[src/rtl/siur_pkg.sv]
// ----------------------------------------------------------------------------
// siur_pkg
// Shared types and constants for the serial image upload receiver.
// ----------------------------------------------------------------------------
package siur_pkg;

   localparam int CSR_INDEX_BITS = 4;
   localparam int CSR_DATA_BITS  = 16;

   // configuration register indexes
   localparam logic [CSR_INDEX_BITS-1:0] CSR_LOAD_BASE = 4'd0;
   localparam logic [CSR_INDEX_BITS-1:0] CSR_MAX_BYTES = 4'd1;

   localparam logic [14:0] LOAD_BASE_RESET = 15'h4000;
   localparam logic [15:0] MAX_BYTES_RESET = 16'h8000;

   // command bytes
   localparam logic [7:0] CMD_LOAD = 8'h6c;   // 'l'
   localparam logic [7:0] CMD_RUN  = 8'h72;   // 'r'
   localparam logic [7:0] CMD_PING = 8'h70;   // 'p'
   localparam logic [7:0] CHAR_CR  = 8'h0d;
   localparam logic [7:0] CHAR_LF  = 8'h0a;

   typedef enum logic [2:0] {
      STATUS_NONE      = 3'd0,
      STATUS_PONG      = 3'd1,
      STATUS_UNKNOWN   = 3'd2,
      STATUS_SIZE_ERR  = 3'd3,
      STATUS_CKSUM_ERR = 3'd4,
      STATUS_LOADED    = 3'd5,
      STATUS_NO_IMAGE  = 3'd6
   } status_type;

   typedef struct packed {
      logic [14:0] load_base;
      logic [15:0] max_image_bytes;
   } cfg_type;

   typedef struct packed {
      logic        write_enable;
      logic [15:0] write_addr;
      logic [7:0]  write_data;
      status_type  status;
      logic        start_image;
      logic [15:0] loaded_length;
   } result_type;

endpackage

[src/rtl/siur_frame_engine.sv]
// ----------------------------------------------------------------------------
// siur_frame_engine
// Command decoder and load frame parser; produces one result per byte.
// ----------------------------------------------------------------------------
module siur_frame_engine (
   input  logic                 clock,
   input  logic                 reset,
   input  logic                 accept,
   input  logic [7:0]           rx_byte,
   input  siur_pkg::cfg_type    cfg,
   output siur_pkg::result_type result
);

   typedef enum logic [1:0] {
      PH_IDLE,
      PH_LEN,
      PH_DATA,
      PH_CKSUM
   } phase_type;

   phase_type   phase_ff, phase_in;
   logic [31:0] frame_len_ff, frame_len_in;
   logic [15:0] count_ff, count_in;
   logic [7:0]  xor_ff, xor_in;
   logic        loaded_ff, loaded_in;

   logic [31:0] len_next;
   logic [15:0] count_inc;

   assign len_next  = frame_len_ff | (32'(rx_byte) << {count_ff[1:0], 3'b000});
   assign count_inc = count_ff + 16'd1;

   always_comb begin
      phase_in     = phase_ff;
      frame_len_in = frame_len_ff;
      count_in     = count_ff;
      xor_in       = xor_ff;
      loaded_in    = loaded_ff;
      result       = '0;
      result.status = siur_pkg::STATUS_NONE;
      case (phase_ff)
         PH_IDLE: begin
            if (rx_byte == siur_pkg::CMD_LOAD) begin
               phase_in     = PH_LEN;
               frame_len_in = '0;
               count_in     = '0;
            end else if (rx_byte == siur_pkg::CMD_RUN) begin
               if (loaded_ff) begin
                  result.start_image = 1'b1;
               end else begin
                  result.status = siur_pkg::STATUS_NO_IMAGE;
               end
            end else if (rx_byte == siur_pkg::CMD_PING) begin
               result.status = siur_pkg::STATUS_PONG;
            end else if (!(rx_byte inside {siur_pkg::CHAR_CR, siur_pkg::CHAR_LF})) begin
               result.status = siur_pkg::STATUS_UNKNOWN;
            end
         end
         PH_LEN: begin
            frame_len_in = len_next;
            count_in     = count_inc;
            if (count_ff[1:0] == 2'd3) begin
               count_in = '0;
               xor_in   = '0;
               if (len_next == 32'd0 || len_next > {16'd0, cfg.max_image_bytes}) begin
                  result.status      = siur_pkg::STATUS_SIZE_ERR;
                  result.start_image = loaded_ff;
                  phase_in           = PH_IDLE;
               end else begin
                  phase_in = PH_DATA;
               end
            end
         end
         PH_DATA: begin
            result.write_enable = 1'b1;
            result.write_addr   = {1'b0, cfg.load_base} + count_ff;
            result.write_data   = rx_byte;
            xor_in              = xor_ff ^ rx_byte;
            count_in            = count_inc;
            // length already bounded to 16 bits, so the count never wraps
            if ({16'd0, count_inc} >= frame_len_ff) begin
               phase_in = PH_CKSUM;
            end
         end
         PH_CKSUM: begin
            if (rx_byte == xor_ff) begin
               loaded_in            = 1'b1;
               result.status        = siur_pkg::STATUS_LOADED;
               result.loaded_length = frame_len_ff[15:0];
               result.start_image   = 1'b1;
            end else begin
               result.status      = siur_pkg::STATUS_CKSUM_ERR;
               result.start_image = loaded_ff;
            end
            phase_in = PH_IDLE;
         end
         default: begin
            phase_in = PH_IDLE;
         end
      endcase
   end

   always_ff @(posedge clock) begin
      if (reset) begin
         phase_ff     <= PH_IDLE;
         frame_len_ff <= '0;
         count_ff     <= '0;
         xor_ff       <= '0;
         loaded_ff    <= 1'b0;
      end else if (accept) begin
         phase_ff     <= phase_in;
         frame_len_ff <= frame_len_in;
         count_ff     <= count_in;
         xor_ff       <= xor_in;
         loaded_ff    <= loaded_in;
      end
   end

endmodule

[src/rtl/serial_image_upload_receiver.sv]
// ----------------------------------------------------------------------------
// serial_image_upload_receiver
// Serial boot loader front end: command decode, image frame parse, writes.
// ----------------------------------------------------------------------------
// Takes one received byte per transaction and returns exactly one result per
// byte, one byte per clock sustained while rsp_stall is low. Each result is
// computed as its byte is taken and registered in the rsp register or, while
// it is held, in the skid register; the two-entry buffer lets a byte be taken
// while an earlier result waits; req_stall rises only when both are full.
// Configuration writes are taken in any cycle (csr_ready is always high).
module serial_image_upload_receiver (
   input  logic                                clock,
   input  logic                                reset,
   input  logic                                req_valid,
   output logic                                req_stall,
   input  logic [7:0]                          req_rx_byte,
   output logic                                rsp_valid,
   input  logic                                rsp_stall,
   output logic                                rsp_write_enable,
   output logic [15:0]                         rsp_write_addr,
   output logic [7:0]                          rsp_write_data,
   output logic [2:0]                          rsp_status,
   output logic                                rsp_start_image,
   output logic [15:0]                         rsp_loaded_length,
   input  logic                                csr_valid,
   output logic                                csr_ready,
   input  logic [siur_pkg::CSR_INDEX_BITS-1:0] csr_index,
   input  logic [siur_pkg::CSR_DATA_BITS-1:0]  csr_wdata
);

   siur_pkg::cfg_type    cfg_ff;
   siur_pkg::result_type result;
   siur_pkg::result_type out_ff;
   siur_pkg::result_type skid_ff;
   logic                 out_valid_ff;
   logic                 skid_valid_ff;
   logic                 req_accept;
   logic                 out_take;

   assign csr_ready  = 1'b1;
   assign req_stall  = skid_valid_ff;
   assign req_accept = req_valid && !skid_valid_ff;
   assign out_take   = out_valid_ff && !rsp_stall;

   always_ff @(posedge clock) begin
      if (reset) begin
         cfg_ff.load_base       <= siur_pkg::LOAD_BASE_RESET;
         cfg_ff.max_image_bytes <= siur_pkg::MAX_BYTES_RESET;
      end else if (csr_valid && csr_ready) begin
         if (csr_index == siur_pkg::CSR_LOAD_BASE) begin
            cfg_ff.load_base <= csr_wdata[14:0];
         end else if (csr_index == siur_pkg::CSR_MAX_BYTES) begin
            cfg_ff.max_image_bytes <= csr_wdata[15:0];
         end
      end
   end

   siur_frame_engine u_engine (
      .clock   (clock),
      .reset   (reset),
      .accept  (req_accept),
      .rx_byte (req_rx_byte),
      .cfg     (cfg_ff),
      .result  (result)
   );

   // result register with skid behind it
   always_ff @(posedge clock) begin
      if (reset) begin
         out_valid_ff  <= 1'b0;
         skid_valid_ff <= 1'b0;
      end else if (skid_valid_ff) begin
         if (out_take) begin
            out_valid_ff  <= 1'b1;
            skid_valid_ff <= 1'b0;
         end
      end else if (req_accept) begin
         if (!out_valid_ff || out_take) begin
            out_valid_ff <= 1'b1;
         end else begin
            skid_valid_ff <= 1'b1;
         end
      end else if (out_take) begin
         out_valid_ff <= 1'b0;
      end
   end

   always_ff @(posedge clock) begin
      if (skid_valid_ff) begin
         if (out_take) begin
            out_ff <= skid_ff;
         end
      end else if (req_accept) begin
         if (!out_valid_ff || out_take) begin
            out_ff <= result;
         end else begin
            skid_ff <= result;
         end
      end
   end

   assign rsp_valid         = out_valid_ff;
   assign rsp_write_enable  = out_ff.write_enable;
   assign rsp_write_addr    = out_ff.write_addr;
   assign rsp_write_data    = out_ff.write_data;
   assign rsp_status        = out_ff.status;
   assign rsp_start_image   = out_ff.start_image;
   assign rsp_loaded_length = out_ff.loaded_length;

`ifndef NO_ASSERTIONS
   a_skid_behind_out: assert property (@(posedge clock) disable iff (reset)
      skid_valid_ff |-> out_valid_ff)
      else $error("skid entry held without a result in the output register");

   a_write_is_quiet: assert property (@(posedge clock) disable iff (reset)
      (out_valid_ff && out_ff.write_enable) |->
         (out_ff.status == siur_pkg::STATUS_NONE && !out_ff.start_image))
      else $error("image byte write carries status or start request");

   a_loaded_starts: assert property (@(posedge clock) disable iff (reset)
      (out_valid_ff && out_ff.status == siur_pkg::STATUS_LOADED) |->
         (out_ff.start_image && out_ff.loaded_length != 16'd0))
      else $error("loaded ok without start request or length");

   a_full_stalls: assert property (@(posedge clock) disable iff (reset)
      (out_valid_ff && skid_valid_ff && rsp_stall) |=> (req_stall && skid_valid_ff))
      else $error("buffer drained while output stalled");
`endif

endmodule
[config.mk]
export PLATFORM = sky130hd
export DESIGN_NAME = serial_image_upload_receiver
export DESIGN_NICKNAME = d
export VERILOG_FILES = /design/src/rtl/siur_pkg.sv /design/src/rtl/siur_frame_engine.sv /design/src/rtl/serial_image_upload_receiver.sv
export SDC_FILE = /design/constraint.sdc
export NUM_CORES = 1
export LEC_CHECK = 0
export BUFFER_PORTS_ARGS = -buffer_cell sky130_fd_sc_hd__buf_2
export CAP_MARGIN = 20
export CORE_MARGIN = 10
export CORE_UTILIZATION = 35
export CTS_CLUSTER_DIAMETER = 150
export DETAILED_ROUTE_END_ITERATION = 16
export PLACE_DENSITY = 0.64
export SLEW_MARGIN = 20
export SYNTH_ARGS = -nofsm -noshare
export SYNTH_HDL_FRONTEND = slang
export SYNTH_SLANG_ARGS = --single-unit
[constraint.sdc]
create_clock -name clock -period 4.5 [get_ports clock]
set_input_delay 0.45 -clock clock [delete_from_list [all_inputs] [get_ports clock]]
set_output_delay 0.45 -clock clock [all_outputs]
set_load 0.02 [all_outputs]
==> metrics, run 1 <==
Ys Warns 0; routed wire length 23600 um; Syn Std Cell Area 9330 um^2; max cap viols 0; fraction of layout cells with a size suffix above 1 0.164; Worst setup EP type register; RSZ-0062 raised after global routing no; drt drc 0; Setup Skew 0.0124 ns; share of power burned in registers 0.501; Arr. time, crit path 4.05 ns; Global Route Usage Sum 0.139; Clk pwr share 0.433; post-route insts no fill 1345; FF+latch count, synth 182; most frequent cell after synthesis nand2_1; status completed; post-route setup TNS 0 ns; vias in the first global route 6846; H-tree depth 4; Post-synth ARST share 0; area share of the largest cell type after synthesis 0.290; sequential area share after synthesis 0.487; min-delay src csr_wdata[15]; clock sinks 182; clock-pin slew on the worst setup and hold paths 0.07 ns; most area-consuming cells after synthesis edfxtp_1 29%, dfxtp_1 20%, ha_1 7.2%; fin. max-slew vios 0; gpl congestion 0.891; Final period util 0.825; Main synth FF type dfxtp_1; Clock Latency Late Sink 0.44 ns; ANT nets after route 0; post-synth top area cell edfxtp_1; Final Util 0.407; CTS Buf Count 17; synthesis-to-finish area growth 13.9%; cell count after synthesis 935; Worst Max-Slew Pin Slew 0.971 ns; ant diodes 0; Int Power 2.70 mW; first-pass GRT wire length 37700 um; PD cells 337 nW/um^2; routed wire length per instance 17.6 um; CTS Root Cell clkbuf_16; fmax 0.269 GHz; die height 183 um; DIE WIDTH 183 um; final hold violation count 0; synth cell count leaders 109 x nand2_1, 92 x dfxtp_1, 92 x nor2_1; post-synth cell types 74; largest net degree at the start of global routing 53; Hold Path Class input pin to register; Psw 882 uW; I/O Pins 81; initial antenna violation count 1; CP Class register to register; Vias 7136; CP max FO 11; drt pass-1 iters 5; port bufs 79; syn nets 1023; DRT iter0 DRCs 627; Setup Viol. Count Final 0; placed cells 1313; Starting Density 0.357; Switching Fraction 0.247; total gr overflow 0; routed vias/inst 5.31; full die area 33600 um^2; TritonCTS clock tree built; Filler cells 2583; dpl hpwl 17500 um; net count reported at finish 1085; PostCTS Resize Cnt 0; postcts setup bufs 0; Syn Area/Cell 9.98 um^2; Comb power frac 0.066; worst path required time 4.83 ns; number of synthesized flops with an enable pin 90; max_slew headroom 0.352; CTS hold repair buffers 0; Worst VDD drop 0.181 mV; startpoint types register; Lkg Pwr 4.21 nW; Tmin final 3.71 ns; core area 26100 um^2; Rows 59; reg-to-reg critical path startpoint u_engine.count_ff[1]; Clock Path Buffers 2; Setup crit start u_engine.count_ff[1]
-- final cells by class --
| type | instances | area [um^2] | area share |
|---|---|---|---|
| sequential | 182 | 4540 | 0.428 |
| multi-input combinational | 666 | 4440 | 0.418 |
| timing repair buffer | 87 | 455 | 0.0428 |
| clock inverter | 15 | 181 | 0.0171 |
| tap | 335 | 419 | 0.0394 |
| clock buffer | 17 | 425 | 0.0400 |
| inverter | 43 | 161 | 0.0152 |
-- cell usage in the layout (no fill, tap or decap), types with 4 or more instances in the layout --
cell type,instances
nor2b_1,12
nand4_1,13
o21a_1,6
edfxtp_1,90
and3_1,7
a21oi_1,55
buf_2,79
xnor2_1,20
o21ai_0,21
and2_1,18
nand2b_1,8
nand3b_1,6
nand2_1,109
a22o_1,4
nor2_1,92
o31ai_1,10
a211oi_1,4
o21ai_1,9
xor2_1,11
buf_4,8
ha_1,54
dfxtp_1,92
mux2i_1,17
mux2_2,29
inv_6,4
inv_8,5
nor4_1,25
nor3_1,16
nand3_1,17
inv_1,41
a22oi_1,33
clkbuf_16,17
a21o_1,9
a31oi_1,4
-- final timing paths --
path | to | cells past startpoint | slack, ns
worst min register to register | u_engine.xor_ff[2] | 2 | 0.50
worst min-delay path | cfg_ff[15] | 3 | 0.25
worst max-delay path | register | 13 | 0.79
worst max register to register | register | 13 | 0.79
-- power groups by stage --
| stage | clock network [mW] | registers, mW | logic (mW) |
|---|---|---|---|
| finish | 1.55 | 1.79 | 0.236 |
| global route | 1.65 | 1.80 | 0.257 |
| CTS | 1.58 | 1.79 | 0.240 |
| detailed placement | 0 | 1.83 | 0.239 |
| global placement | 0 | 1.83 | 0.237 |
| floorplan | 0 | 1.87 | 0.106 |
-- sequential cells by signal, indices dropped and copies added (netlist names), 3 cells and up, named ones only --
| name | flops |
|---|---|
| skid_ff | 45 |
| u_engine.frame_len_ff | 32 |
| cfg_ff | 31 |
| rsp_loaded_length | 16 |
| rsp_write_addr | 16 |
| u_engine.count_ff | 16 |
| rsp_write_data | 8 |
| u_engine.xor_ff | 8 |
| rsp_status | 3 |
-- per-stage QoR --
step	total power, mW	worst slack [ns]	cell area (um^2)	hold slack [ns]
after floorplan	1.98	0.815	9330	0.441
after global placement	2.07	1.10	10000	0.474
after detailed placement	2.07	0.832	10000	0.489
after CTS	3.61	0.791	10600	0.236
after global routing	3.70	0.405	10600	0.244
final	3.58	0.787	10600	0.254
-- critical path, stage by stage (launching register included) --
cell,delay (ns)
dfxtp_1,0.60
ha_1,0.35
inv_1,0.11
nor2_1,0.25
nand3_1,0.27
nor2_1,0.23
xor2_1,0.18
ha_1,0.28
a21oi_1,0.14
a21boi_0,0.09
a2111oi_0,0.51
a21boi_1,0.21
a211o_1,0.33
o31ai_1,0.07
-- layer usage --
metal	vias up	GRT usage	part of all wire
li1	3516	-	-
met1	3367	0.195	0.48
met2	234	0.210	0.44
met3	17	0.0298	0.067
met4	2	0.0416	0.011
met5	-	0	0.00047
-- kinds of logic (layout without fill, tap and decap cells) --
family          after synthesis  after routing  share of synthesized area
compound gates              191            191                      0.139
xor+xnor                     31             31                     0.0291
fa+ha+maj                    55             55                     0.0746
buf+inv                      87            162                     0.0394
flops                       182            182                      0.487
mux                          46             46                     0.0532
other cells                   1              1                   0.000402
simple gates                342            342                      0.177
Note: power is estimated with default switching activity, not from simulation.
==> run 2, diff against run 1 <==
Settings changed: PLACE_DENSITY 0.64 to 0.65.
Clock period 4.5 ns to 3.11 ns, I/O delays scaled along.
==> run 2 against run 1 <==
  * Final cell count is 1.5% higher
  * Sequential cell count stayed put
  * Largest power group unchanged
  * Die area stayed put
==> metrics, run 2 (synthesized netlist as in run 1, its figures left out) <==
status completed; largest net degree at the start of global routing 55; placed cell areas 10200 um^2; uppermost routed layer met5; Worst Max-Slew Pin Slew 0.878 ns; Worst Hold End cfg_ff[15]; CTS hold repair buffers 0; Tmin final 2.90 ns; R2R setup slack 0.21 ns; CP Class register to register; reg-to-reg critical path startpoint u_engine.count_ff[7]; Final Util 0.415; fmax 0.345 GHz; leading cell types in the layout, fill and taps excluded 109 x nand2_1, 91 x nor2_1, 90 x dfxtp_1, 90 x edfxtp_1, 79 x buf_2; CTS Root Cell clkbuf_16; fin. max-slew vios 0; initial antenna violation count 4; Setup Skew 0.0126 ns; drt pass-1 iters 5; I/O Pins 81; port bufs 79; Filler cells 2592; Vias 7271; WL met1 11500 um; biggest registers after layout skid_ff x45, u_engine.frame_len_ff x32, cfg_ff x31; Top reg by flops skid_ff; post-route setup TNS 0 ns; Worst setup EP type register; min-delay src csr_wdata[15]; PD cells 478 nW/um^2; Arr. time, crit path 3.26 ns; Hold Path Class input pin to register; WL met3 1520 um; Clock Path Buffers 2; Lkg Pwr 4.32 nW; fraction of layout cells with a size suffix above 1 0.188; Worst VDD drop 0.295 mV; Global Route Usage Sum 0.141; vias in the first global route 6887; H-tree depth 4; final hold violation count 0; routed wire length per instance 17.5 um; clock sinks 182; net count reported at finish 1103; Power, Total 5.18 mW; Setup Viol. Count Final 0; max FFs per register 45; sequential cell area 4550 um^2; full die area 33600 um^2; post-route insts no fill 1365; Rows 59; hold-critical path depth 3; total gr overflow 0; drt drc 0; DRT iter0 DRCs 540; multi-input logic area 4480 um^2; RSZ-0062 raised after global routing no; max_slew headroom 0.413; core area 26100 um^2; placed cells 1331; CP max FO 6; routed vias/inst 5.33; die height 183 um; R2R depth 12; dpl hpwl 17900 um; first-pass GRT wire length 37800 um; Final Cell Area 10800 um^2; max cap viols 0; startpoint types register; gpl congestion 0.921; clock-pin slew on the worst setup and hold paths 0.08 ns; synthesis-to-finish area growth 16.1%; DR WL met2 10600 um; Clock Latency Late Sink 0.44 ns; TritonCTS clock tree built; worst path required time 3.47 ns; routed wire length 23900 um; Starting Density 0.357; commonest non-fill, non-tap cell in the layout nand2_1; ANT nets after route 0; Final period util 0.932; DIE WIDTH 183 um; CTS Buf Count 17
==> run 2: cell types whose count changed in the layout (fill, tap and decap cells not counted), sizes merged <==
cell      before  now
bufinv         2    0
diode          0    2
clkbuf        17   18
clkinvlp       1    0
inv           50   47
buf           87  105
clkinv         5   10
==> run 2: layout make-up <==
cell class	count	share of cell area
flip-flops and latches	182	0.420
multi-input cells	666	0.413
repair buffers	105	0.0557
clock buffers	18	0.0416
well taps	335	0.0387
clock inverters	14	0.0159
inverters	43	0.0149
diodes	2	0.000462
==> run 2: routing by layer <==
metal | global-route usage | vias up
met5 | 0 | -
met4 | 0.0377 | 4
met3 | 0.0391 | 21
met2 | 0.214 | 184
met1 | 0.192 | 3508
li1 | - | 3554
==> run 2: metrics by stage <==
stage	hold slack (ns)	setup slack, ns
2_1_floorplan	0.434	0.259
3_3_place_gp	0.462	0.192
3_5_place_dp	0.469	0.177
4_1_cts	0.0800	0.0580
5_1_grt	0.101	0.0308
6_report	0.0902	0.211
==> run 2: worst max-delay path: stages (launching register included) <==
cell and delay [ns]:
dfxtp_1 0.43, and3_1 0.23, nor3b_2 0.16, buf_4 0.16
nand3_1 0.12, xnor2_2 0.17, ha_1 0.32, a21oi_1 0.16
o21ai_0 0.13, a2111oi_2 0.43, a21boi_2 0.14, a211o_1 0.31
o31ai_1 0.06
==> run 2: worst max-delay path by stage <==
stage / startpoint / end / slack, ns
after CTS: u_engine.count_ff[3] / register / 0.06
after floorplan: u_engine.count_ff[1] / register / 0.26
final: u_engine.count_ff[7] / register / 0.21
after global routing: u_engine.count_ff[7] / register / 0.03
after global placement: u_engine.count_ff[3] / register / 0.19
after detailed placement: u_engine.count_ff[3] / register / 0.18
==> run 2: report_power, final <==
| part | switching (mW) | internal, mW |
|---|---|---|
| clock | 1.10 | 1.14 |
| combinational | 0.238 | 0.106 |
| sequential | 0.0180 | 2.57 |
==> run 2: repair_timing <==
action                                  4_1_cts  5_1_grt
gates resized for setup                       0       10
endpoints found under the hold margin         0        0
setup buffers                                 0        0
endpoints found under the setup margin        0        3
==> run 3, diff against run 2 <==
Settings changed: ABC_AREA set to 1.
==> run 3 against run 2 <==
  * Sequential share of layout area decreased by 0.69 points
  * Highest routed layer unchanged
  * Final area increased by 1.7%
  * Register-to-register slack improved by 0.13 ns
  * Total power decreased by 5.9%
  * Largest power group unchanged
==> metrics, run 3 <==
Final period util 0.891; clock-pin slew on the worst setup and hold paths 0.07 ns; cell count after synthesis 1204; dpl hpwl 18300 um; routed vias/inst 4.75; final hold violation count 0; most area-consuming cells after synthesis edfxtp_1 28%, dfxtp_1 19%, nand2_1 14%; post-place setup slack 0.312 ns; synth cell count leaders 373 x nand2_1, 124 x inv_1, 114 x a21oi_1; max FFs per register 45; initial antenna violation count 2; CP Capture Point rsp_start_image; worst setup margin 0.340 ns; CP Class register to register; Power, Total 4.87 mW; Syn Area/Cell 8.12 um^2; synthesis-to-finish area growth 12.6%; I/O Pins 81; Ys Warns 0; Arr. time, crit path 2.96 ns; most frequent cell after synthesis nand2_1; Worst setup EP type register; Vias 7863; die height 187 um; Final Util 0.398; R2R depth 20; post-synth cell types 53; H-tree depth 4; biggest registers after layout skid_ff x45, u_engine.frame_len_ff x32, cfg_ff x31; clock sinks 182; Setup Skew 0.0118 ns; full die area 35000 um^2; Syn Std Cell Area 9780 um^2; vias in the first global route 7448; PD cells 442 nW/um^2; DRT iter0 DRCs 538; max cap viols 0; post-synth top area cell edfxtp_1; max_slew headroom 0.422; net count reported at finish 1350; status completed; CTS hold repair buffers 0; reg-to-reg critical path startpoint u_engine.count_ff[0]; leading cell types in the layout, fill and taps excluded 373 x nand2_1, 124 x inv_1, 113 x a21oi_1; Top reg by flops skid_ff; gpl congestion 0.893; core area 27700 um^2; Lkg Pwr 4.70 nW; routed wire length 24600 um; Tmin final 2.77 ns; Setup crit start u_engine.count_ff[0]; Main synth FF type dfxtp_1; number of synthesized flops with an enable pin 90; drt drc 0; Min Hold Slack 0.111 ns; placed cell areas 10500 um^2; CTS Root Cell clkbuf_16; FF+latch count, synth 182; CP max FO 22; routed wire length per instance 14.9 um; r2r endpoint rsp_start_image; commonest non-fill, non-tap cell in the layout nand2_1; total gr overflow 0; fmax 0.361 GHz; CTS Buf Count 17; largest net degree at the start of global routing 72; Worst VDD drop 0.316 mV; Post-synth ARST share 0; drt pass-1 iters 4; ANT nets after route 0; R2R setup slack 0.34 ns; port bufs 79; post-route insts no fill 1654; Hold Path Class input pin to register; syn nets 1292; Global Route Usage Sum 0.137; DIE WIDTH 187 um; first-pass GRT wire length 39200 um; post-route setup TNS 0 ns; Clock Latency Late Sink 0.43 ns; sequential area share after synthesis 0.465; startpoint types register; fin. max-slew vios 0; placed cells 1620; Clock Path Buffers 2; Setup Viol. Count Final 0; Starting Density 0.353; fraction of layout cells with a size suffix above 1 0.137; RSZ-0062 raised after global routing no; Final Cell Area 11000 um^2; Worst Max-Slew Pin Slew 0.860 ns; worst path required time 3.30 ns; TritonCTS clock tree built; area share of the largest cell type after synthesis 0.276; Rows 61
==> run 3: changes by cell type after synthesis, sizes merged, moves of 20 or more <==
| cell | delta |
|---|---|
| a22oi | -33 |
| nand3 | +49 |
| a21oi | +61 |
| inv | +90 |
| o21ai | +20 |
| nor4 | -24 |
| nand2 | +273 |
| mux2 | -29 |
==> run 3: how the worst min path moves through the flow <==
stage	from	endpoint	slack (ns)	cells after the start
after global placement	u_engine.frame_len_ff[15]	u_engine.frame_len_ff[15]	0.45	2
after CTS	csr_wdata[15]	cfg_ff[15]	0.10	3
final	csr_wdata[15]	cfg_ff[15]	0.11	3
after detailed placement	u_engine.frame_len_ff[14]	u_engine.frame_len_ff[14]	0.45	2
after global routing	csr_wdata[15]	cfg_ff[15]	0.12	3
after floorplan	csr_wdata[14]	cfg_ff[30]	0.42	2
==> run 3: final cells by class <==
cell class,count,area [um^2]
fillers,2827,16700
flip-flops and latches,182,4550
multi-input cells,838,4470
inverters,131,494
repair buffers,92,493
well taps,378,473
clock buffers,18,429
clock inverters,13,98.8
diodes,2,5.00
==> run 3: worst max-delay path, stage by stage, from the launching register on <==
cell and delay [ns]:
dfxtp_1 0.34, buf_4 0.27, inv_1 0.30, nand3_1 0.17, nand2_2 0.08, ha_1 0.30, nand2_1 0.06, inv_1 0.04
nor2_1 0.08, o21a_1 0.12, nand2_1 0.05, nand2_1 0.05, nand2_1 0.05, nand2_1 0.07, nand2_1 0.12, nand2_2 0.14
nand2_1 0.06, nand2_1 0.07, nand2_1 0.05, nand3_1 0.06, nand2_1 0.05
==> run 3: power breakdown <==
part | leakage, nW | internal, mW | switching [mW]
logic | 2.83 | 0.0840 | 0.221
clock network | 0.256 | 1.03 | 0.949
registers | 1.62 | 2.57 | 0.0153
total | 4.70 | 3.68 | 1.19
==> run 3: cells by family after synthesis <==
group,count (synthesis),synth area share
simple gates,568,0.254
flops,182,0.465
other cells,1,0.000384
xor+xnor,24,0.0223
buf+inv,184,0.0808
compound gates,190,0.106
fa+ha+maj,55,0.0712
==> run 3: routing by layer <==
metal	vias to the layer above	routed length [um]	global-route usage
li1	4038	-	-
met4	2	394	0.0437
met1	3587	11000	0.176
met2	209	11800	0.229
met5	-	11	0
met3	27	1400	0.0246
==> run 3: repair_timing <==
item                                    in CTS  in global routing
buffers inserted                             0                  1
gates resized for setup                      0                  3
endpoints found under the setup margin       0                  1
